===== src/rtl/core/fufe_pkg.sv =====
// Shared types and constants for the firmware update frame engine.
// Holds frame geometry, protocol byte codes, result kinds and register map.
// No dependencies.
package fufe_pkg;

    // Frame store geometry
    localparam int FRAME_BYTES = 512;
    localparam int FRAME_AW    = $clog2(FRAME_BYTES);
    localparam int COUNT_W     = $clog2(FRAME_BYTES + 1);

    // Positions inside a frame that the decoder looks at (data frame is 262 bytes)
    localparam int POS_W = 9;
    localparam logic [POS_W-1:0] POS_PAY_FIRST = 9'd4;
    localparam logic [POS_W-1:0] POS_PAY_LAST  = 9'd259;
    localparam logic [POS_W-1:0] POS_CHECK     = 9'd260;
    localparam logic [POS_W-1:0] POS_TAIL      = 9'd261;
    localparam logic [POS_W-1:0] POS_SCAN_END  = 9'd262;

    // Bytes per programmed flash word
    localparam logic [3:0] WORD_BYTES = 4'd8;
    localparam logic [4:0] LAST_WORD  = 5'd31;

    // Protocol bytes
    localparam logic [7:0] SYNC_BYTE  = 8'h72;
    localparam logic [7:0] CMD_CTRL   = 8'h68;
    localparam logic [7:0] CMD_DATA   = 8'h69;
    localparam logic [7:0] END_BYTE   = 8'h16;
    localparam logic [7:0] ABORT_BYTE = 8'hAA;
    localparam logic [7:0] CODE_NAK   = 8'h03;
    localparam logic [7:0] CODE_START = 8'h02;
    localparam logic [7:0] CODE_ABORT = 8'h01;

    // Result kinds
    typedef enum logic [2:0] {
        KIND_TX     = 3'd0,
        KIND_ERASE  = 3'd1,
        KIND_PROG64 = 3'd2,
        KIND_PROG16 = 3'd3,
        KIND_RESET  = 3'd4
    } t_kind;

    // Register map (index = paddr[3:2])
    localparam int APB_AW = 4;
    localparam logic [1:0] REG_ENABLE    = 2'd0;
    localparam logic [1:0] REG_APP_BASE  = 2'd1;
    localparam logic [1:0] REG_BOOT_FLAG = 2'd2;
    localparam logic [1:0] REG_PPP_LOG2  = 2'd3;

    localparam logic [31:0] APP_BASE_RST  = 32'h0800_3800;
    localparam logic [31:0] BOOT_FLAG_RST = 32'h0800_3400;
    localparam logic [1:0]  PPP_LOG2_RST  = 2'd2;

    typedef struct packed {
        logic        enable;
        logic [31:0] app_base;
        logic [31:0] boot_addr;
        logic [1:0]  ppp_log2;
    } t_cfg;

    typedef struct packed {
        t_kind       kind;
        logic [31:0] addr;
        logic [63:0] payload;
        logic        last;
    } t_result;

endpackage


===== src/rtl/core/fufe_cfg_regs.sv =====
// APB-style configuration registers of the frame engine.
// Depends on fufe_pkg (register map, reset values, t_cfg).
module fufe_cfg_regs (
    input  logic                        i_clk,
    input  logic                        i_rst_n,
    input  logic                        psel,
    input  logic                        penable,
    input  logic                        pwrite,
    input  logic [fufe_pkg::APB_AW-1:0] paddr,
    input  logic [31:0]                 pwdata,
    output logic [31:0]                 prdata,
    output logic                        pready,
    output fufe_pkg::t_cfg              o_cfg
);
    import fufe_pkg::*;

    logic        r_enable;
    logic [31:0] r_app_base;
    logic [31:0] r_boot_addr;
    logic [1:0]  r_ppp_log2;
    logic        w_wr;
    logic [1:0]  w_idx;

    assign pready = 1'b1;
    assign w_wr   = psel & penable & pwrite;
    assign w_idx  = paddr[3:2];

    // register writes on the access phase
    always_ff @(posedge i_clk) begin
        if (!i_rst_n) begin
            r_enable    <= 1'b0;
            r_app_base  <= APP_BASE_RST;
            r_boot_addr <= BOOT_FLAG_RST;
            r_ppp_log2  <= PPP_LOG2_RST;
        end else if (w_wr) begin
            case (w_idx)
                REG_ENABLE:    r_enable    <= pwdata[0];
                REG_APP_BASE:  r_app_base  <= pwdata;
                REG_BOOT_FLAG: r_boot_addr <= pwdata;
                REG_PPP_LOG2:  r_ppp_log2  <= pwdata[1:0];
                default:       r_enable    <= r_enable;
            endcase
        end
    end

    // read mux
    always_comb begin
        case (w_idx)
            REG_ENABLE:    prdata = {31'd0, r_enable};
            REG_APP_BASE:  prdata = r_app_base;
            REG_BOOT_FLAG: prdata = r_boot_addr;
            REG_PPP_LOG2:  prdata = {30'd0, r_ppp_log2};
            default:       prdata = 32'd0;
        endcase
    end

    assign o_cfg = '{enable: r_enable, app_base: r_app_base,
                     boot_addr: r_boot_addr, ppp_log2: r_ppp_log2};

endmodule


===== config.mk =====
export PLATFORM = sky130hd
export DESIGN_NAME = fufe_cfg_regs
export DESIGN_NICKNAME = d
export VERILOG_FILES = /design/src/rtl/core/fufe_pkg.sv /design/src/rtl/core/fufe_cfg_regs.sv
export SDC_FILE = /design/constraint.sdc
export NUM_CORES = 1
export LEC_CHECK = 0
export ABC_AREA = 1
export BUFFER_PORTS_ARGS = -buffer_cell sky130_fd_sc_hd__buf_4
export CAP_MARGIN = 20
export CELL_PAD_IN_SITES_DETAIL_PLACEMENT = 0
export CELL_PAD_IN_SITES_GLOBAL_PLACEMENT = 1
export CORE_MARGIN = 2
export CORE_UTILIZATION = 31
export CTS_CLUSTER_DIAMETER = 40
export DETAILED_ROUTE_END_ITERATION = 10
export GPL_TIMING_DRIVEN = 0
export PLACE_DENSITY_LB_ADDON = 0.05
export SKIP_CTS_REPAIR_TIMING = 1
export SLEW_MARGIN = 30
export SYNTH_ARGS = -nofsm -noshare
export SYNTH_HDL_FRONTEND = slang
export SYNTH_SLANG_ARGS = --single-unit

===== constraint.sdc =====
create_clock -name i_clk -period 1.1 [get_ports i_clk]
set_input_delay 0.055 -clock i_clk [delete_from_list [all_inputs] [get_ports i_clk]]
set_output_delay 0.055 -clock i_clk [all_outputs]
set_load 0.02 [all_outputs]

==> flow_metrics.env <==
export IMPL_antenna_left=0
export IMPL_cts_clk_slew_worst_paths_ns=0.07
export IMPL_clk_path_buf_depth=2
export IMPL_drtIter0Drc=163
export IMPL_routabilityCongestion=0.813
export IMPL_power_leakage_nw=2.42
export IMPL_synthTopCellsByCount="nand2_1, nor2_1, nand3_1"
export IMPL_hold_violations=0
export IMPL_crit_start="r_ppp_log2[0]"
export IMPL_fmaxAchievable_mhz=932
export IMPL_nNetsFinal=701
export IMPL_place_ws_ns=-0.192
export IMPL_cts_tree="built"
export IMPL_dr_total_vias=3492
export IMPL_ys_ff_latch=67
export IMPL_setup_violations_final=0
export IMPL_crit_required_ns=1.04
export IMPL_viasPerCell=4.39
export IMPL_cts_num_sinks=67
export IMPL_drive_gt1_share_pct=29.9
export IMPL_wl_per_cell_um=13.9
export IMPL_grt_pass1_vias=3216
export IMPL_rows=36
export IMPL_worst_r2r_startpoint="r_app_base[17]"
export IMPL_synthArstFlopShare_pct=0
export IMPL_route_detailed_drc=0
export IMPL_cp_max_fo=3
export IMPL_status="complete, no violations"
export IMPL_synthCells=506
export IMPL_syn_nets=547
export IMPL_fin_crit_ns=1.07
export IMPL_final_max_slew_viol_count=0
export IMPL_ys_types=17
export IMPL_synth_top_area_share_pct=42.2
export IMPL_cts_buffers=9
export IMPL_synthesis_area_um2=3180
export IMPL_max_vdd_ir_drop_v=0.000646
export IMPL_path_class="register to primary output"
export IMPL_critPathLaunchType="register"
export IMPL_core_area_um2=9860
export IMPL_place_inst=775
export IMPL_io_pins=141
export IMPL_fp_dieH_um=105
export IMPL_min_from="i_rst_n"
export IMPL_hpwl_um=7990
export IMPL_dieArea_um2=11100
export IMPL_grt_ovfl_total=0
export IMPL_yosysMostFrequentCell="nand2_1"
export IMPL_htreeDepth=3
export IMPL_grt_usage_pct=19.9
export IMPL_worstMarginPinSlew_ns=0.608
export IMPL_wl_um=11100
export IMPL_grt_pass1_wl_um=17200
export IMPL_drv_cap=0
export IMPL_power_density_nw_per_um2=1150
export IMPL_port_buffers=136
export IMPL_endpoint_kind="primary output"
export IMPL_yosysWarnings=0
export IMPL_firstDrtPassIters=4
export IMPL_seq_area_frac_synth_pct=42.2
export IMPL_synth_edff_count=0
export IMPL_root_buffer="clkbuf_8"
export IMPL_setup_slack_ns=0.0265
export IMPL_period_share_pct=97.6
export IMPL_grt_max_degree=11
export IMPL_antenna_found_initial=0
export IMPL_avgSynthCellArea_um2=6.28
export IMPL_yosys_area_top_type="dfxtp_1"
export IMPL_synth_area_leaders="dfxtp_1, nand2_1, nor2_1"
export IMPL_die_w_um=105
export IMPL_cp_arrival_ns=1.02
export IMPL_max_slew_margin_pct=59.5
export IMPL_final_setup_skew_ns=0
export IMPL_start_util_pct=32.2
export IMPL_num_antenna_cells=0
export IMPL_instances_no_fill=796
export IMPL_nFillCells=1084
export IMPL_rsz0062_at_grt="true"
export IMPL_area_growth_pct=46.5
export IMPL_synth_ff_type="dfxtp_1"
export IMPL_hold_class="primary input to register"
export IMPL_insertion_delay_ns=0.33
[power by group]
group          switching (mW)  internal, mW  total [mW]
Sequential             0.0435          2.48        2.52
Clock                   0.908          1.08        1.99
Combinational           0.490         0.335       0.824
Total                    1.44          3.89        5.34
[per-stage QoR]
| stage | cell area [µm²] | TNS, ns | power [mW] | utilization [%] | hold slack, ns |
|---|---|---|---|---|---|
| final | 4660 | 0 | 5.34 | 47.2 | 0.0457 |
| after global routing | 4660 | -0.0282 | 5.59 | 47.2 | 0.0377 |
| after CTS | 4550 | -0.00463 | 5.37 | 46.1 | -0.0756 |
| after detailed placement | 4370 | -5.35 | 3.38 | 44.3 | 0.285 |
| after global placement | 4370 | -5.34 | 3.38 | 44.3 | 0.276 |
| after floorplan | 3180 | 0 | 3.01 | - | 0.181 |
[worst max-delay path, stage by stage, from the launching register on]
cell and delay, ns:
dfxtp_2 0.34, nand2_1 0.07, nand4_1 0.11, buf_4 0.17
[registers in the layout, indices dropped and copies added, names as in the netlist]
register / flops
r_app_base: 32
r_boot_addr: 32
r_enable: 1
r_ppp_log2: 2
[per-layer routing]
layer  GRT usage, %  share of wire (%)  routed length [µm]
met1           27.4                 47                5210
met5              0                  0                   0
met4           5.24               0.56                  62
met3           4.33                5.6                 615
met2           31.6                 47                5180
[kinds of logic (layout without fill, tap and decap cells)]
family          Yosys count  count (layout)  share of synthesized area (%)
other cells               1               1                          0.118
compound gates            2               2                          0.315
simple gates            370             370                           47.5
flops                    67              67                           42.2
buf+inv                  66             223                           9.84
[cell type report]
class	count	area, µm²	area share [%]
plain buffers	33	210	4.51
clock buffers	11	141	3.04
clock inverters	3	40.0	0.860
inverters	33	124	2.66
multi-input cells	373	1520	32.7
flip-flops and latches	67	1360	29.2
well taps	133	166	3.57
repair buffers	143	1090	23.4
[path summary, 6_finish.rpt]
check / endpoint / slack, ns / cells past startpoint
hold reg to reg: r_app_base[11] / 0.48 / 2
setup / recovery: prdata[0] / 0.03 / 3
setup reg to reg: r_app_base[17] / 0.48 / 2
hold / removal: r_app_base[20] / 0.05 / 3
[cell usage in the layout (no fill, tap or decap)]
cell / instances
nand2_1: 178
buf_4: 141
nor2_1: 117
nand3_1: 69
dfxtp_1: 51
inv_1: 31
dfxtp_2: 16
clkbuf_8: 10
clkbuf_4: 8
buf_2: 8
buf_1: 6
dlygate4sd3_1: 6
nor2_4: 4
buf_6: 4
clkbuf_1: 3
inv_2: 2
clkinv_2: 2
nand4_1: 1
nor2_2: 1
clkbuf_2: 1
a21oi_1: 1
o21ai_0: 1
conb_1: 1
bufinv_16: 1
(Power assumes the default switching activity.)
