File: src/rtl/core/fufe_pkg.sv
// Shared types and constants for the firmware update frame engine.
// Holds frame geometry, protocol byte codes, result kinds and register map.
// No dependencies.
package fufe_pkg;

    // Frame store geometry
    localparam int FRAME_BYTES = 512;
    localparam int FRAME_AW    = $clog2(FRAME_BYTES);
    localparam int COUNT_W     = $clog2(FRAME_BYTES + 1);

    // Positions inside a frame that the decoder looks at (data frame is 262 bytes)
    localparam int POS_W = 9;
    localparam logic [POS_W-1:0] POS_PAY_FIRST = 9'd4;
    localparam logic [POS_W-1:0] POS_PAY_LAST  = 9'd259;
    localparam logic [POS_W-1:0] POS_CHECK     = 9'd260;
    localparam logic [POS_W-1:0] POS_TAIL      = 9'd261;
    localparam logic [POS_W-1:0] POS_SCAN_END  = 9'd262;

    // Bytes per programmed flash word
    localparam logic [3:0] WORD_BYTES = 4'd8;
    localparam logic [4:0] LAST_WORD  = 5'd31;

    // Protocol bytes
    localparam logic [7:0] SYNC_BYTE  = 8'h72;
    localparam logic [7:0] CMD_CTRL   = 8'h68;
    localparam logic [7:0] CMD_DATA   = 8'h69;
    localparam logic [7:0] END_BYTE   = 8'h16;
    localparam logic [7:0] ABORT_BYTE = 8'hAA;
    localparam logic [7:0] CODE_NAK   = 8'h03;
    localparam logic [7:0] CODE_START = 8'h02;
    localparam logic [7:0] CODE_ABORT = 8'h01;

    // Result kinds
    typedef enum logic [2:0] {
        KIND_TX     = 3'd0,
        KIND_ERASE  = 3'd1,
        KIND_PROG64 = 3'd2,
        KIND_PROG16 = 3'd3,
        KIND_RESET  = 3'd4
    } t_kind;

    // Register map (index = paddr[3:2])
    localparam int APB_AW = 4;
    localparam logic [1:0] REG_ENABLE    = 2'd0;
    localparam logic [1:0] REG_APP_BASE  = 2'd1;
    localparam logic [1:0] REG_BOOT_FLAG = 2'd2;
    localparam logic [1:0] REG_PPP_LOG2  = 2'd3;

    localparam logic [31:0] APP_BASE_RST  = 32'h0800_3800;
    localparam logic [31:0] BOOT_FLAG_RST = 32'h0800_3400;
    localparam logic [1:0]  PPP_LOG2_RST  = 2'd2;

    typedef struct packed {
        logic        enable;
        logic [31:0] app_base;
        logic [31:0] boot_addr;
        logic [1:0]  ppp_log2;
    } t_cfg;

    typedef struct packed {
        t_kind       kind;
        logic [31:0] addr;
        logic [63:0] payload;
        logic        last;
    } t_result;

endpackage

File: src/rtl/core/fufe_out_stage.sv
// Output register for result requests, decoupling the sequencer from the sink.
// Depends on fufe_pkg (t_result).
module fufe_out_stage (
    input  logic                i_clk,
    input  logic                i_rst_n,
    input  logic                i_emit,
    input  fufe_pkg::t_result   i_result,
    output logic                o_slot_free,
    output logic                o_out_valid,
    input  logic                i_out_ready,
    output fufe_pkg::t_result   o_result
);
    import fufe_pkg::*;

    logic    r_valid;
    t_result r_result;

    assign o_slot_free = !r_valid || i_out_ready;

    // valid flag
    always_ff @(posedge i_clk) begin
        if (!i_rst_n) begin
            r_valid <= 1'b0;
        end else if (i_emit) begin
            r_valid <= 1'b1;
        end else if (i_out_ready) begin
            r_valid <= 1'b0;
        end
    end

    // payload
    always_ff @(posedge i_clk) begin
        if (i_emit) begin
            r_result <= i_result;
        end
    end

    assign o_out_valid = r_valid;
    assign o_result    = r_result;

endmodule
File: config.mk
export PLATFORM = sky130hd
export DESIGN_NAME = fufe_out_stage
export DESIGN_NICKNAME = d
export VERILOG_FILES = /design/src/rtl/core/fufe_pkg.sv /design/src/rtl/core/fufe_out_stage.sv
export SDC_FILE = /design/constraint.sdc
export NUM_CORES = 1
export LEC_CHECK = 0
export BUFFER_PORTS_ARGS = -buffer_cell sky130_fd_sc_hd__buf_2
export CAP_MARGIN = 30
export CORE_ASPECT_RATIO = 0.8
export CORE_MARGIN = 5
export CORE_UTILIZATION = 33
export CTS_CLUSTER_DIAMETER = 120
export DETAILED_ROUTE_END_ITERATION = 10
export HOLD_SLACK_MARGIN = 0.03
export PLACE_DENSITY = 0.66
export SYNTH_ARGS = -nofsm -noshare
export SYNTH_HDL_FRONTEND = slang
export SYNTH_SLANG_ARGS = --single-unit
File: constraint.sdc
create_clock -name i_clk -period 1.25 [get_ports i_clk]
set_clock_uncertainty 0.15 [all_clocks]
set_input_delay 0.125 -clock i_clk [delete_from_list [all_inputs] [get_ports i_clk]]
set_output_delay 0.125 -clock i_clk [all_outputs]
set_load 0.01 [all_outputs]
==> metrics.txt, run 1 <==
status=aborted with a tool error; stopping stage=4_1_cts; Stop Error=[ERROR RSZ-0060] Max buffer count reached.; Seq/Total Area, Yosys=about 99%; Net Count, Synth=roughly 210; # clock sinks=between 100 and 150; Synth warnings=0; DIE HEIGHT=between 90 and 100 µm; CTS root buf=clkbuf_16; top_reg_cell synth=edfxtp_1; # IOs=a little over 200; EDFF count, synth=100; Initial Utilization=between 30% and 40%; Synth top cells by count=edfxtp_1, a21boi_2, dfxtp_1, inv_1, nand2b_4; CTS max path bufs=2; CTS Buf Count=9; GP Congestion=just under 0.8; Post-Syn Instances=~100; Setup Buffers After CTS=0; # rows=31; post-cts gate resize count=0; Avg Inst Size Synth=about 30 µm²; post-synth top area share=approximately 100%; Yosys top cell by area=edfxtp_1; dpl ws=~0.21 ns; Cell variety after synth=5; Placed Area=~0.0043 mm²; detailed placement HPWL=roughly 6000 µm; flops & latches, synth=just over 100; Hold Buf Count CTS=just over 100; Clock H-tree levels=3; die span in x=117.5 µm; synthesized cell area=just over 0.003 mm²; Async SR Flop Fraction=0%; ranking of synthesized cells by area=edfxtp_1, dfxtp_1, nand2b_4; cell with the most instances after synthesis=edfxtp_1; I/O Buffers=a little over 200
[metrics by stage]
step	instances	util [%]
after floorplan	104	-
after global placement	426	47.18
after detailed placement	426	47.18
[kinds of logic after synthesis]
family          synth area share, %
flops                         99.06
compound gates               0.3690
buf+inv                      0.1229
simple gates                 0.4509
==> inputs of run 2 (changes only) <==
--- a/config.mk
+++ b/config.mk
@@ -7,13 +7,10 @@
 export LEC_CHECK = 0
 export BUFFER_PORTS_ARGS = -buffer_cell sky130_fd_sc_hd__buf_2
 export CAP_MARGIN = 30
-export CORE_ASPECT_RATIO = 0.8
 export CORE_MARGIN = 5
-export CORE_UTILIZATION = 33
-export CTS_CLUSTER_DIAMETER = 120
+export CORE_UTILIZATION = 20
 export DETAILED_ROUTE_END_ITERATION = 10
-export HOLD_SLACK_MARGIN = 0.03
-export PLACE_DENSITY = 0.66
+export PLACE_DENSITY_LB_ADDON = 0.15
 export SYNTH_ARGS = -nofsm -noshare
 export SYNTH_HDL_FRONTEND = slang
 export SYNTH_SLANG_ARGS = --single-unit
==> run 2 against run 1 <==
  * The flow now finishes, with violations (hold timing)
  * Synthesized cell count did not move
  * Area after synthesis did not move
==> metrics.txt, run 2 <==
initial antenna violation count=0; Synth top cells by count=edfxtp_1, a21boi_2, dfxtp_1, inv_1, nand2b_4 (unchanged); Arrival @ worst endpoint=~0.9 ns; Avg Inst Size Synth=29.34 µm² (unchanged); die span in x=133.5 µm (was 117.5 µm); # IOs=206 (unchanged); max reg flops=100; area grow syn2layout=87.21%; cell area after layout=about 0.0057 mm²; # clock sinks=101 (unchanged); Setup violations, final=0; synthesized cell area=0.003052 mm² (unchanged); Post-Route WL=between 9000 and 10000 µm; GRT Total Usage=10.51%; dpl ws=0.1599 ns (was 0.2144 ns); number of detailed-route iterations in the first pass=4; final slew viol count=0; pin count of the biggest net entering global routing=24; DIE HEIGHT=133.5 µm (was 96.01 µm); CTS root buf=clkbuf_16 (unchanged); # rows=45 (was 31); initial DRC count=61; RSZ-0062 raised after global routing=false; GP Congestion=0.6822 (was 0.7723); Initial Utilization=20.22% (was 33.77%); min Tclk post-route=about 1.2 ns; CTS max path bufs=2 (unchanged); Clock H-tree levels=3 (unchanged); CTS Buf Count=9 (unchanged); CP Max Fanout=2; Placed Area=0.004405 mm² (was 0.004264 mm²); Worst-Skew Late Latency=between 0.3 and 0.4 ns; flops & latches, synth=101 (unchanged); Seq/Total Area, Yosys=99.06% (unchanged); Die Area=approximately 0.018 mm²; WP data required=just under 1 ns; Residual DRC=0; post-cts gate resize count=0 (unchanged); ranking of synthesized cells by area=edfxtp_1, dfxtp_1, nand2b_4 (unchanged); diode count=0; Synth warnings=0 (unchanged); Final Hold Fails=1; Async SR Flop Fraction=0% (unchanged); global-route wire length before repair=approximately 14000 µm; Worst Tran Pin Value=0.2654 ns; Avg WL per Cell=between 10 and 15 µm; commonest non-fill, non-tap cell in the layout=buf_2; Hold Buf Count CTS=101 (unchanged); Core Box Area=~0.015 mm²; vias post-DR=about 2.3k; EDFF count, synth=100 (unchanged); Setup Buffers After CTS=0 (unchanged); Post-Syn Instances=104 (unchanged); final worst hold slack=-0.09111 ns; Post-DRT Antenna Nets=0; final period utilization=95.24%; worst vdd rail ir drop=~0.8 mV; Congestion Overflow GR=0; Cell variety after synth=5 (unchanged); hold crit path type=in -> reg; vias in the first global route=2656; PwrDens=roughly 1400 mW/mm²; worst setup margin=approximately 0.060 ns; post-synth top area share=98.40% (unchanged); Layout Nets=~530; slack of the worst reg-to-reg path=about 0.49 ns; Net Count, Synth=208 (unchanged); CTS tree=built; Post-Route Setup TNS=0 ns; most frequent cells in the layout=buf_2, dlygate4sd3_1, edfxtp_1; Pleak=between 2 and 2.5 nW; top_reg_cell synth=edfxtp_1 (unchanged); max_slew headroom=approximately 82%; total of max-cap violations=0; Clock transition at path regs=0.07 ns; Yosys top cell by area=edfxtp_1 (unchanged); failing checks=hold timing; detailed placement HPWL=6536 µm (was 6116 µm); crit start category=register; I/O Buffers=205 (unchanged); Fmax=~840 MHz; Critical Path End Type=output port; Fill cells=1431; status=finished, violations left (was aborted with a tool error); crit path kind=reg -> out; cell with the most instances after synthesis=edfxtp_1 (unchanged); drt via density=3.691; layout cells sized above 1=53.12%
-- run 2: cell counts after synthesis --
No cell type changed its count.
-- run 2: worst paths after layout --
kind / from / end / cells after the start
hold reg to reg: o_out_valid / o_out_valid / 2
setup / recovery: o_out_valid / o_slot_free / 2
hold / removal: i_out_ready / o_out_valid / 3
setup reg to reg: o_out_valid / o_out_valid / 2
-- run 2: through the flow --
step / util, % / cells / power (W) / hold WS [ns]
after floorplan: - / 104 / 0.004319 / 0.07387
final: 37.86 / 621 / 0.007722 / -0.09111
after detailed placement: 29.20 / 504 / 0.004853 / 0.1531
after global placement: 29.20 / 504 / 0.004858 / 0.1514
after CTS: 37.86 / 621 / 0.007864 / -0.1123
after global routing: 37.86 / 621 / 0.008056 / -0.1011
-- run 2: worst max-delay path: stages (launching register included) --
cell and delay, ns:
dfxtp_1 0.37, nand2b_4 0.07, buf_2 0.13
-- run 2: final cells by class --
type / instances / area, µm² / area share (%)
Sequential cell: 101 / 3023 / 52.91
Tap cell: 188 / 235.2 / 4.117
Multi-Input combinational cell: 2 / 25.02 / 0.4380
Clock buffer: 9 / 225.2 / 3.942
Timing Repair Buffer: 313 / 2130 / 37.28
Clock inverter: 7 / 71.32 / 1.248
Inverter: 1 / 3.754 / 0.06570
-- run 2: power by group --
group	total, W	internal (W)	switching, W
clock	0.00270	0.00140	0.00131
sequential	0.00408	0.00401	0.0000662
combinational	0.000937	0.000516	0.000421
total	0.00772	0.00593	0.00179
-- run 2: cell families (layout without fill, tap and decap cells) --
group                  count (synthesis)  count (layout)  synth area share [%]
buffers and inverters                  1             330                0.1229
AO/OA/AOI/OAI                          1               1                0.3690
AND/OR/NAND/NOR                        1               1                0.4509
flip-flops                           101             101                 99.06
-- run 2: metal layers --
metal | routed length (µm) | global-route usage, %
met5 | 0 | 0
met4 | 202 | 4.400
met3 | 1060 | 5.853
met2 | 4729 | 18.34
met1 | 3304 | 10.30
No activity file was read; power rests on OpenSTA's default activity.
