File: config.mk
export PLATFORM = sky130hd
export DESIGN_NAME = fufe_seq
export DESIGN_NICKNAME = d
export VERILOG_FILES = /design/src/rtl/core/fufe_pkg.sv /design/src/rtl/core/fufe_seq.sv
export SDC_FILE = /design/constraint.sdc
export NUM_CORES = 1
export LEC_CHECK = 0
export ABC_CLOCK_PERIOD_IN_PS = 5560
export BUFFER_PORTS_ARGS = -buffer_cell sky130_fd_sc_hd__buf_2
export CORE_UTILIZATION = 45
export CTS_CLUSTER_DIAMETER = 30
export DETAILED_ROUTE_END_ITERATION = 7
export PLACE_DENSITY_LB_ADDON = 0.12
export SLEW_MARGIN = 10
export SYNTH_ARGS = -nofsm -noshare
export SYNTH_HDL_FRONTEND = slang
export SYNTH_SLANG_ARGS = --single-unit
File: constraint.sdc
create_clock -name i_clk -period 5.56 [get_ports i_clk]
set_input_delay 0 -clock i_clk [delete_from_list [all_inputs] [get_ports i_clk]]
set_output_delay 0 -clock i_clk [all_outputs]
set_load 0.02 [all_outputs]
File: src/rtl/core/fufe_pkg.sv
// Shared types and constants for the firmware update frame engine.
// Holds frame geometry, protocol byte codes, result kinds and register map.
// No dependencies.
package fufe_pkg;

    // Frame store geometry
    localparam int FRAME_BYTES = 512;
    localparam int FRAME_AW    = $clog2(FRAME_BYTES);
    localparam int COUNT_W     = $clog2(FRAME_BYTES + 1);

    // Positions inside a frame that the decoder looks at (data frame is 262 bytes)
    localparam int POS_W = 9;
    localparam logic [POS_W-1:0] POS_PAY_FIRST = 9'd4;
    localparam logic [POS_W-1:0] POS_PAY_LAST  = 9'd259;
    localparam logic [POS_W-1:0] POS_CHECK     = 9'd260;
    localparam logic [POS_W-1:0] POS_TAIL      = 9'd261;
    localparam logic [POS_W-1:0] POS_SCAN_END  = 9'd262;

    // Bytes per programmed flash word
    localparam logic [3:0] WORD_BYTES = 4'd8;
    localparam logic [4:0] LAST_WORD  = 5'd31;

    // Protocol bytes
    localparam logic [7:0] SYNC_BYTE  = 8'h72;
    localparam logic [7:0] CMD_CTRL   = 8'h68;
    localparam logic [7:0] CMD_DATA   = 8'h69;
    localparam logic [7:0] END_BYTE   = 8'h16;
    localparam logic [7:0] ABORT_BYTE = 8'hAA;
    localparam logic [7:0] CODE_NAK   = 8'h03;
    localparam logic [7:0] CODE_START = 8'h02;
    localparam logic [7:0] CODE_ABORT = 8'h01;

    // Result kinds
    typedef enum logic [2:0] {
        KIND_TX     = 3'd0,
        KIND_ERASE  = 3'd1,
        KIND_PROG64 = 3'd2,
        KIND_PROG16 = 3'd3,
        KIND_RESET  = 3'd4
    } t_kind;

    // Register map (index = paddr[3:2])
    localparam int APB_AW = 4;
    localparam logic [1:0] REG_ENABLE    = 2'd0;
    localparam logic [1:0] REG_APP_BASE  = 2'd1;
    localparam logic [1:0] REG_BOOT_FLAG = 2'd2;
    localparam logic [1:0] REG_PPP_LOG2  = 2'd3;

    localparam logic [31:0] APP_BASE_RST  = 32'h0800_3800;
    localparam logic [31:0] BOOT_FLAG_RST = 32'h0800_3400;
    localparam logic [1:0]  PPP_LOG2_RST  = 2'd2;

    typedef struct packed {
        logic        enable;
        logic [31:0] app_base;
        logic [31:0] boot_addr;
        logic [1:0]  ppp_log2;
    } t_cfg;

    typedef struct packed {
        t_kind       kind;
        logic [31:0] addr;
        logic [63:0] payload;
        logic        last;
    } t_result;

endpackage

File: src/rtl/core/fufe_seq.sv
// Frame sequencer: collects bytes into the frame store, then walks the store
// to decode the closed frame and emits result requests one at a time.
// Depends on fufe_pkg; drives fufe_frame_ram and feeds fufe_out_stage.
module fufe_seq (
    input  logic                          i_clk,
    input  logic                          i_rst_n,
    input  fufe_pkg::t_cfg                i_cfg,
    input  logic [7:0]                    i_rx_byte,
    input  logic                          i_frame_end,
    input  logic                          i_in_valid,
    output logic                          o_in_ready,
    output logic                          o_wr_en,
    output logic [fufe_pkg::FRAME_AW-1:0] o_wr_addr,
    output logic [7:0]                    o_wr_data,
    output logic [fufe_pkg::FRAME_AW-1:0] o_rd_addr,
    input  logic [7:0]                    i_rd_data,
    input  logic                          i_slot_free,
    output logic                          o_emit,
    output fufe_pkg::t_result             o_result
);
    import fufe_pkg::*;

    typedef enum logic [8:0] {
        S_IDLE    = 9'b000000001,
        S_SCAN    = 9'b000000010,
        S_DECIDE  = 9'b000000100,
        S_TX      = 9'b000001000,
        S_ERASE   = 9'b000010000,
        S_PROG_RD = 9'b000100000,
        S_PROG_WR = 9'b001000000,
        S_ECHO    = 9'b010000000,
        S_BOOT    = 9'b100000000
    } t_state;

    t_state             r_state;
    logic [COUNT_W-1:0] r_count;
    logic [COUNT_W-1:0] r_len;
    logic [COUNT_W-1:0] n_count;
    logic [POS_W-1:0]   r_pos;
    logic [POS_W-1:0]   r_dpos;
    logic               r_dvld;
    logic [7:0]         r_b0, r_b1, r_b2, r_b3, r_b4, r_b5, r_chk, r_tail, r_xor;
    logic               r_mode;
    logic [15:0]        r_total;
    logic               r_finished;
    logic [7:0]         r_code;
    logic               r_then_abort;
    logic [2:0]         r_idx;
    logic               r_boot;
    logic [31:0]        r_base;
    logic [4:0]         r_wk;
    logic [3:0]         r_iss;
    logic [2:0]         r_got;
    logic [63:0]        r_word;

    logic               w_accept;
    logic               w_has_room;
    logic [7:0]         w_byte;
    logic               w_hdr_ctrl, w_is_start, w_is_abort, w_is_data, w_xor_ok, w_erase;
    logic [15:0]        w_pkt;
    logic [2:0]         w_page_mask;
    logic [31:0]        w_base;
    logic               w_emit_state;

    // input side
    assign o_in_ready = (r_state == S_IDLE);
    assign w_accept   = o_in_ready & i_in_valid;
    assign w_has_room = (r_count < COUNT_W'(FRAME_BYTES));
    assign n_count    = w_has_room ? r_count + COUNT_W'(1) : r_count;
    assign o_wr_en    = w_accept & w_has_room;
    assign o_wr_addr  = r_count[FRAME_AW-1:0];
    assign o_wr_data  = i_rx_byte;
    assign o_rd_addr  = FRAME_AW'(r_pos);

    // positions past the received length read as zero
    assign w_byte = (COUNT_W'(r_dpos) < r_len) ? i_rd_data : 8'h00;

    // frame classification from the captured bytes
    assign w_pkt      = {r_b2, r_b3};
    assign w_hdr_ctrl = (r_b0 == SYNC_BYTE) && (r_b1 == CMD_CTRL);
    assign w_is_start = w_hdr_ctrl && (r_b4 == END_BYTE);
    assign w_is_abort = w_hdr_ctrl && (r_b2 == ABORT_BYTE) && (r_b5 == END_BYTE);
    assign w_is_data  = (r_b0 == SYNC_BYTE) && (r_b1 == CMD_DATA) && (r_tail == END_BYTE);
    assign w_xor_ok   = (r_xor == r_chk);
    assign w_base     = i_cfg.app_base + (({16'd0, w_pkt} - 32'd1) << 8);

    always_comb begin
        case (i_cfg.ppp_log2)
            2'd0:    w_page_mask = 3'd0;
            2'd1:    w_page_mask = 3'd1;
            2'd2:    w_page_mask = 3'd3;
            default: w_page_mask = 3'd7;
        endcase
    end
    assign w_erase = ((w_pkt[2:0] & w_page_mask) == 3'd1);

    // result build
    assign w_emit_state = (r_state == S_TX) || (r_state == S_ERASE) ||
                          (r_state == S_PROG_WR) || (r_state == S_ECHO) ||
                          (r_state == S_BOOT);
    assign o_emit = w_emit_state & i_slot_free;

    always_comb begin
        o_result = '{kind: KIND_TX, addr: 32'd0, payload: 64'd0, last: 1'b0};
        case (r_state)
            S_TX: begin
                case (r_idx)
                    3'd0:    o_result.payload = {56'd0, SYNC_BYTE};
                    3'd1:    o_result.payload = {56'd0, CMD_CTRL};
                    3'd2:    o_result.payload = {56'd0, r_code};
                    default: o_result.payload = {56'd0, END_BYTE};
                endcase
                o_result.last = (r_idx == 3'd3) && !r_then_abort;
            end
            S_ERASE: begin
                o_result.kind = KIND_ERASE;
                o_result.addr = r_base;
            end
            S_PROG_WR: begin
                o_result.kind    = KIND_PROG64;
                o_result.addr    = r_base + {24'd0, r_wk, 3'd0};
                o_result.payload = r_word;
            end
            S_ECHO: begin
                case (r_idx)
                    3'd0:    o_result.payload = {56'd0, SYNC_BYTE};
                    3'd1:    o_result.payload = {56'd0, CMD_DATA};
                    3'd2:    o_result.payload = {56'd0, r_b2};
                    3'd3:    o_result.payload = {56'd0, r_b3};
                    default: o_result.payload = {56'd0, END_BYTE};
                endcase
                o_result.last = (r_idx == 3'd4) && !r_boot;
            end
            S_BOOT: begin
                case (r_idx)
                    3'd0: begin
                        o_result.kind = KIND_ERASE;
                        o_result.addr = i_cfg.boot_addr;
                    end
                    3'd1: begin
                        o_result.kind = KIND_PROG16;
                        o_result.addr = i_cfg.boot_addr;
                    end
                    default: begin
                        o_result.kind = KIND_RESET;
                        o_result.last = 1'b1;
                    end
                endcase
            end
            default: o_result.last = 1'b0;
        endcase
    end

    // sequencer
    always_ff @(posedge i_clk) begin
        if (!i_rst_n) begin
            r_state    <= S_IDLE;
            r_count    <= '0;
            r_dvld     <= 1'b0;
            r_mode     <= 1'b0;
            r_total    <= '0;
            r_finished <= 1'b0;
        end else begin
            case (r_state)
                S_IDLE: begin
                    if (w_accept) begin
                        if (i_frame_end) begin
                            r_len   <= n_count;
                            r_count <= '0;
                            r_xor   <= 8'h00;
                            r_pos   <= '0;
                            if (i_cfg.enable && !r_finished) begin
                                r_state <= S_SCAN;
                            end
                        end else begin
                            r_count <= n_count;
                        end
                    end
                end

                // one pass over the header, payload XOR and trailer
                S_SCAN: begin
                    r_dvld <= (r_pos != POS_SCAN_END);
                    if (r_pos != POS_SCAN_END) begin
                        r_dpos <= r_pos;
                        r_pos  <= r_pos + POS_W'(1);
                    end
                    if (r_dvld) begin
                        case (r_dpos)
                            9'd0:      r_b0   <= w_byte;
                            9'd1:      r_b1   <= w_byte;
                            9'd2:      r_b2   <= w_byte;
                            9'd3:      r_b3   <= w_byte;
                            POS_CHECK: r_chk  <= w_byte;
                            POS_TAIL:  r_tail <= w_byte;
                            default:   r_tail <= r_tail;
                        endcase
                        if (r_dpos == 9'd4) begin
                            r_b4 <= w_byte;
                        end
                        if (r_dpos == 9'd5) begin
                            r_b5 <= w_byte;
                        end
                        if (r_dpos >= POS_PAY_FIRST && r_dpos <= POS_PAY_LAST) begin
                            r_xor <= r_xor ^ w_byte;
                        end
                        if (r_dpos == POS_TAIL) begin
                            r_state <= S_DECIDE;
                        end
                    end
                end

                S_DECIDE: begin
                    r_idx <= 3'd0;
                    if (!r_mode) begin
                        if (w_is_start) begin
                            r_total      <= w_pkt;
                            r_mode       <= !w_is_abort;
                            r_code       <= CODE_START;
                            r_then_abort <= w_is_abort;
                            r_state      <= S_TX;
                        end else if (w_is_abort) begin
                            r_code       <= CODE_ABORT;
                            r_then_abort <= 1'b0;
                            r_state      <= S_TX;
                        end else begin
                            r_state <= S_IDLE;
                        end
                    end else if (w_is_abort) begin
                        r_mode       <= 1'b0;
                        r_code       <= CODE_ABORT;
                        r_then_abort <= 1'b0;
                        r_state      <= S_TX;
                    end else if (w_is_data) begin
                        if (!w_xor_ok) begin
                            r_code       <= CODE_NAK;
                            r_then_abort <= 1'b1;
                            r_state      <= S_TX;
                        end else begin
                            r_base     <= w_base;
                            r_boot     <= (w_pkt == r_total);
                            r_finished <= (w_pkt == r_total);
                            r_pos      <= POS_PAY_FIRST;
                            r_wk       <= '0;
                            r_iss      <= '0;
                            r_got      <= '0;
                            r_state    <= w_erase ? S_ERASE : S_PROG_RD;
                        end
                    end else begin
                        r_state <= S_IDLE;
                    end
                end

                // four-byte answer, optionally followed by the abort answer
                S_TX: begin
                    if (i_slot_free) begin
                        if (r_idx == 3'd3) begin
                            r_idx <= 3'd0;
                            if (r_then_abort) begin
                                r_code       <= CODE_ABORT;
                                r_then_abort <= 1'b0;
                            end else begin
                                r_state <= S_IDLE;
                            end
                        end else begin
                            r_idx <= r_idx + 3'd1;
                        end
                    end
                end

                S_ERASE: begin
                    if (i_slot_free) begin
                        r_state <= S_PROG_RD;
                    end
                end

                // gather eight payload bytes, low byte first
                S_PROG_RD: begin
                    r_dvld <= (r_iss != WORD_BYTES);
                    if (r_iss != WORD_BYTES) begin
                        r_dpos <= r_pos;
                        r_pos  <= r_pos + POS_W'(1);
                        r_iss  <= r_iss + 4'd1;
                    end
                    if (r_dvld) begin
                        r_word <= {w_byte, r_word[63:8]};
                        r_got  <= r_got + 3'd1;
                        if (r_got == 3'd7) begin
                            r_iss   <= '0;
                            r_state <= S_PROG_WR;
                        end
                    end
                end

                S_PROG_WR: begin
                    if (i_slot_free) begin
                        r_wk <= r_wk + 5'd1;
                        if (r_wk == LAST_WORD) begin
                            r_idx   <= 3'd0;
                            r_state <= S_ECHO;
                        end else begin
                            r_state <= S_PROG_RD;
                        end
                    end
                end

                S_ECHO: begin
                    if (i_slot_free) begin
                        if (r_idx == 3'd4) begin
                            r_idx   <= 3'd0;
                            r_state <= r_boot ? S_BOOT : S_IDLE;
                        end else begin
                            r_idx <= r_idx + 3'd1;
                        end
                    end
                end

                S_BOOT: begin
                    if (i_slot_free) begin
                        if (r_idx == 3'd2) begin
                            r_state <= S_IDLE;
                        end else begin
                            r_idx <= r_idx + 3'd1;
                        end
                    end
                end

                default: r_state <= S_IDLE;
            endcase
        end
    end

`ifndef ASSERT_OFF
    a_count_bound: assert property (@(posedge i_clk) disable iff (!i_rst_n)
        r_count <= COUNT_W'(FRAME_BYTES))
        else $error("byte count beyond frame store");

    a_frame_end_clears: assert property (@(posedge i_clk) disable iff (!i_rst_n)
        (w_accept && i_frame_end) |=> (r_count == '0))
        else $error("byte count not cleared at frame end");

    a_emit_states: assert property (@(posedge i_clk) disable iff (!i_rst_n)
        o_emit |-> (r_state != S_IDLE && r_state != S_SCAN &&
                    r_state != S_DECIDE && r_state != S_PROG_RD))
        else $error("result request outside an emitting state");

    a_finished_sticky: assert property (@(posedge i_clk) disable iff (!i_rst_n)
        r_finished |=> r_finished)
        else $error("finished flag dropped without reset");

    a_no_input_when_busy: assert property (@(posedge i_clk) disable iff (!i_rst_n)
        (r_state != S_IDLE) |-> !o_wr_en)
        else $error("frame store written while decoding");
`endif

endmodule

==> results.yml <==
finish:
  num_antenna_cells: 0
  drive_gt1_share_pct: 22.94
  fill_cells: 2448
  utilization_pct: 58.88
  area_growth_pct: 27.31
  fin_cells: 1875
  fin_nets: 1586
critical_path:
  path_class: "flop to flop"
  worstPathCellList: "or3_1 > or3b_2 > or3_4 > nor4_1 > xor2_1 > ha_1 > and3_1 > a31oi_1 > o211a_1 > o21ai_0 > a311oi_1 > o31ai_1 > xnor2_1 > dlygate4sd3_1"
  slowest_stage: "dlygate4sd3_1"
  cp_num_cells: 14
  path_max_fanout: 8
  critPathBufInv: 1
  arrival_ps: 5230
  worstSetupEndpointType: "flop"
  r2r_cells: 14
  cp_data_required_time_ps: 5860
  startpoint_type: "flop"
  slowest_delay_ps: 550
  cp_top_family: "simple AND/OR/NAND/NOR gates"
outcome:
  status: "complete, no violations"
timing:
  setup_viol: 0
  finalHoldViolCount: 0
  fin_crit_sh_pct: 88.62
  finalClockSkew_ps: 18.09
  min_period_ps: 4927
  tightest_slew_ps: 1228
  setup-tns-final_ps: 0
  fmax_mhz: 202.9
  rsz0062_at_grt: "false"
  setup_slack_ps: 632.5
  slew_viol_final: 0
  slew-limit-headroom_pct: 17.94
worst_hold_path:
  whs_path_depth: 0
  hold_class: "input pin to output port"
pwr:
  pwr-share-seq_pct: 36.1
  switchingPower_w: 0.001332
  internal_power_w: 0.004582
  p_comb_share_pct: 6.7
  power_frac_clock_pct: 57.2
  switching_share_pct: 22.52
  power_density_nw_per_um2: 346.2
  ir_drop_v: 0.0003833
  leakagePower_nw: 6.702
drt:
  avgRoutedWirePerCell_um: 17.75
  dr.first_iter.drc_count: 623
  wirelength_mm: 33.28
  ant_nets: 0
  remaining_drc_errors: 0
  firstDrtPassIters: 5
  vias_per_cell: 5.343
  via_count: 10020
yosys:
  synth_edf_count: 215
  synthTopCellsByArea: "edfxtp_1 (48%), dfxtp_1 (5.7%), ha_1 (4.8%)"
  syn_inst: 1195
  synth-seq-cells: 253
  synth_top_area_share_pct: 48.11
  synth_sequential_area_ratio_pct: 53.78
  yosys.cell_count.top_type: "edfxtp_1"
  netlist_area_um2: 13420
  synth_ff_type: "edfxtp_1"
  ys_types: 88
  synth.largest_area_cell: "edfxtp_1"
  synth_top_cells_by_count: "edfxtp_1 (215), nand2_1 (78), nor2_1 (75)"
  syn_nets: 1337
  synth_area_per_cell_um2: 11.23
  ys_async_sr_fraction_pct: 0
  yosysWarnings: 0
grt:
  grt_pass1_vias: 9984
  grt_pass1_wl_mm: 52.83
  grtUsageTotal_pct: 21.83
  grt_max_degree: 86
  grt-ovfl-total: 0
  antenna_found_initial: 0
floorplanning:
  core.rowCount: 62
  core_area_um2: 29010
  io_pins: 217
  fp.dieW_um: 174.7
  die_y_um: 174.7
  dieArea_um2: 30510
  initial_core_util_pct: 46.25
placed_design:
  port_buffers: 200
  place_hpwl_mm: 23.46
  placed_cells: 1730
  gp_congestion: 0.8553
  place_ws_ps: 1193
cts:
  cts-root-buf: "clkbuf_16"
  cts_tree: "built"
  clkTransAtPathRegs_ps: 50
  clockBufferDepth: 3
  clock_sinks: 253
  clock_latency_ps: 560
  htree_levels: 2
  cts_setup_buffers: 0
  cts_made_buffers: 56
run:
  drv_cap: 0
-- power by group through the flow --
stage | registers, W | clock network (W) | logic [W]
6_report | 0.00213 | 0.00339 | 0.000396
5_1_grt | 0.00213 | 0.00353 | 0.000437
4_1_cts | 0.00213 | 0.00342 | 0.000396
3_5_place_dp | 0.00217 | 0 | 0.000372
3_3_place_gp | 0.00217 | 0 | 0.000372
2_1_floorplan | 0.00217 | 0 | 0.000251
-- kinds of logic (layout without fill, tap and decap cells) --
logic type	after synthesis	after routing	synth area share, %
multiplexers	22	22	1.650
adder cells (fa/ha/maj)	54	54	5.147
XOR/XNOR	93	93	6.070
buffers and inverters	93	389	3.310
AO/OA/AOI/OAI	248	248	11.95
flip-flops	253	253	53.78
AND/OR/NAND/NOR	432	432	18.09
-- path summary, 6_finish.rpt --
check	from	endpoint	slack [ps]
setup / recovery	r_b3[2]	r_base[31]	630
hold reg to reg	r_word[31]	r_word[23]	430
hold / removal	i_rx_byte[3]	o_wr_data[3]	0.009
setup reg to reg	r_b3[2]	r_base[31]	630
-- layout make-up --
type	count	area (um^2)	area share (%)
well taps	384	480.5	2.812
repair buffers	258	1536	8.994
clock buffers	65	1476	8.642
inverters	26	97.59	0.5713
multi-input cells	849	5779	33.83
flip-flops and latches	253	7217	42.24
clock inverters	40	496.7	2.908
-- per-stage QoR --
step                instance area [um^2]  total power [W]  hold WS [ps]
global route                       17080         0.006100       0.03583
floorplan                          13420         0.002417         98.87
detailed placement                 14710         0.002539        0.1367
finish                             17080         0.005914      0.008823
CTS                                17080         0.005952        0.1367
global placement                   14710         0.002538        0.1367
-- registers in the layout, summed over array words and instances (netlist names), 5 cells and up --
register and flops:
r_b4 8, r_count 10, r_tail 8, r_total 16
r_b5 8, r_b0 8, r_len 10, r_word 64
r_b2 8, r_b3 8, r_state 9, r_b1 8
r_dpos 9, r_xor 8, r_chk 8, r_wk 5
r_base 32, o_rd_addr 9
-- routing by layer --
layer,global-route usage [%],share of wire [%]
met1,28.91,45
met3,3.285,5.0
met2,36.69,47
met5,0,0
met4,7.065,2.2
-- placed cells by master (no fill, tap or decap), drive strengths merged, types with 6 or more instances in the layout --
| master | Yosys | layout |
|---|---|---|
| edfxtp | 215 | 215 |
| nand2 | 79 | 79 |
| a21o | 19 | 19 |
| a21boi | 6 | 6 |
| and4 | 6 | 6 |
| o311ai | 8 | 8 |
| clkinv | 0 | 23 |
| nor2 | 76 | 76 |
| bufinv | 0 | 9 |
| a22oi | 12 | 12 |
| nand4 | 22 | 22 |
| mux2i | 21 | 21 |
| clkbuf | 40 | 65 |
| a31oi | 13 | 13 |
| and2 | 71 | 71 |
| nor3b | 10 | 10 |
| a21oi | 65 | 65 |
| o211ai | 16 | 16 |
| or3 | 11 | 11 |
| nor4 | 8 | 8 |
| and3 | 11 | 11 |
| nand3 | 33 | 33 |
| ha | 52 | 52 |
| nand2b | 10 | 10 |
| buf | 27 | 218 |
| dfxtp | 38 | 38 |
| a22o | 7 | 7 |
| xor2 | 37 | 37 |
| inv | 26 | 29 |
| xnor2 | 56 | 56 |
| dlygate4sd3 | 0 | 40 |
| nor2b | 31 | 31 |
| o21ai | 62 | 62 |
| nor3 | 29 | 29 |
| nor4b | 6 | 6 |
-- what timing repair did --
action                    4_1_cts  5_1_grt
hold buffers                   40        0
gates resized for setup         0        0
hold endpoints to repair      113        0
-- worst register-to-register path: stages (launching register included) --
cell	delay, ps
edfxtp_1	510
or3_1	420
or3b_2	540
or3_4	420
nor4_1	240
xor2_1	180
ha_1	320
and3_1	210
a31oi_1	180
o211a_1	160
o21ai_0	180
a311oi_1	460
o31ai_1	160
xnor2_1	140
dlygate4sd3_1	550
Power figures use the tool's default switching activity.
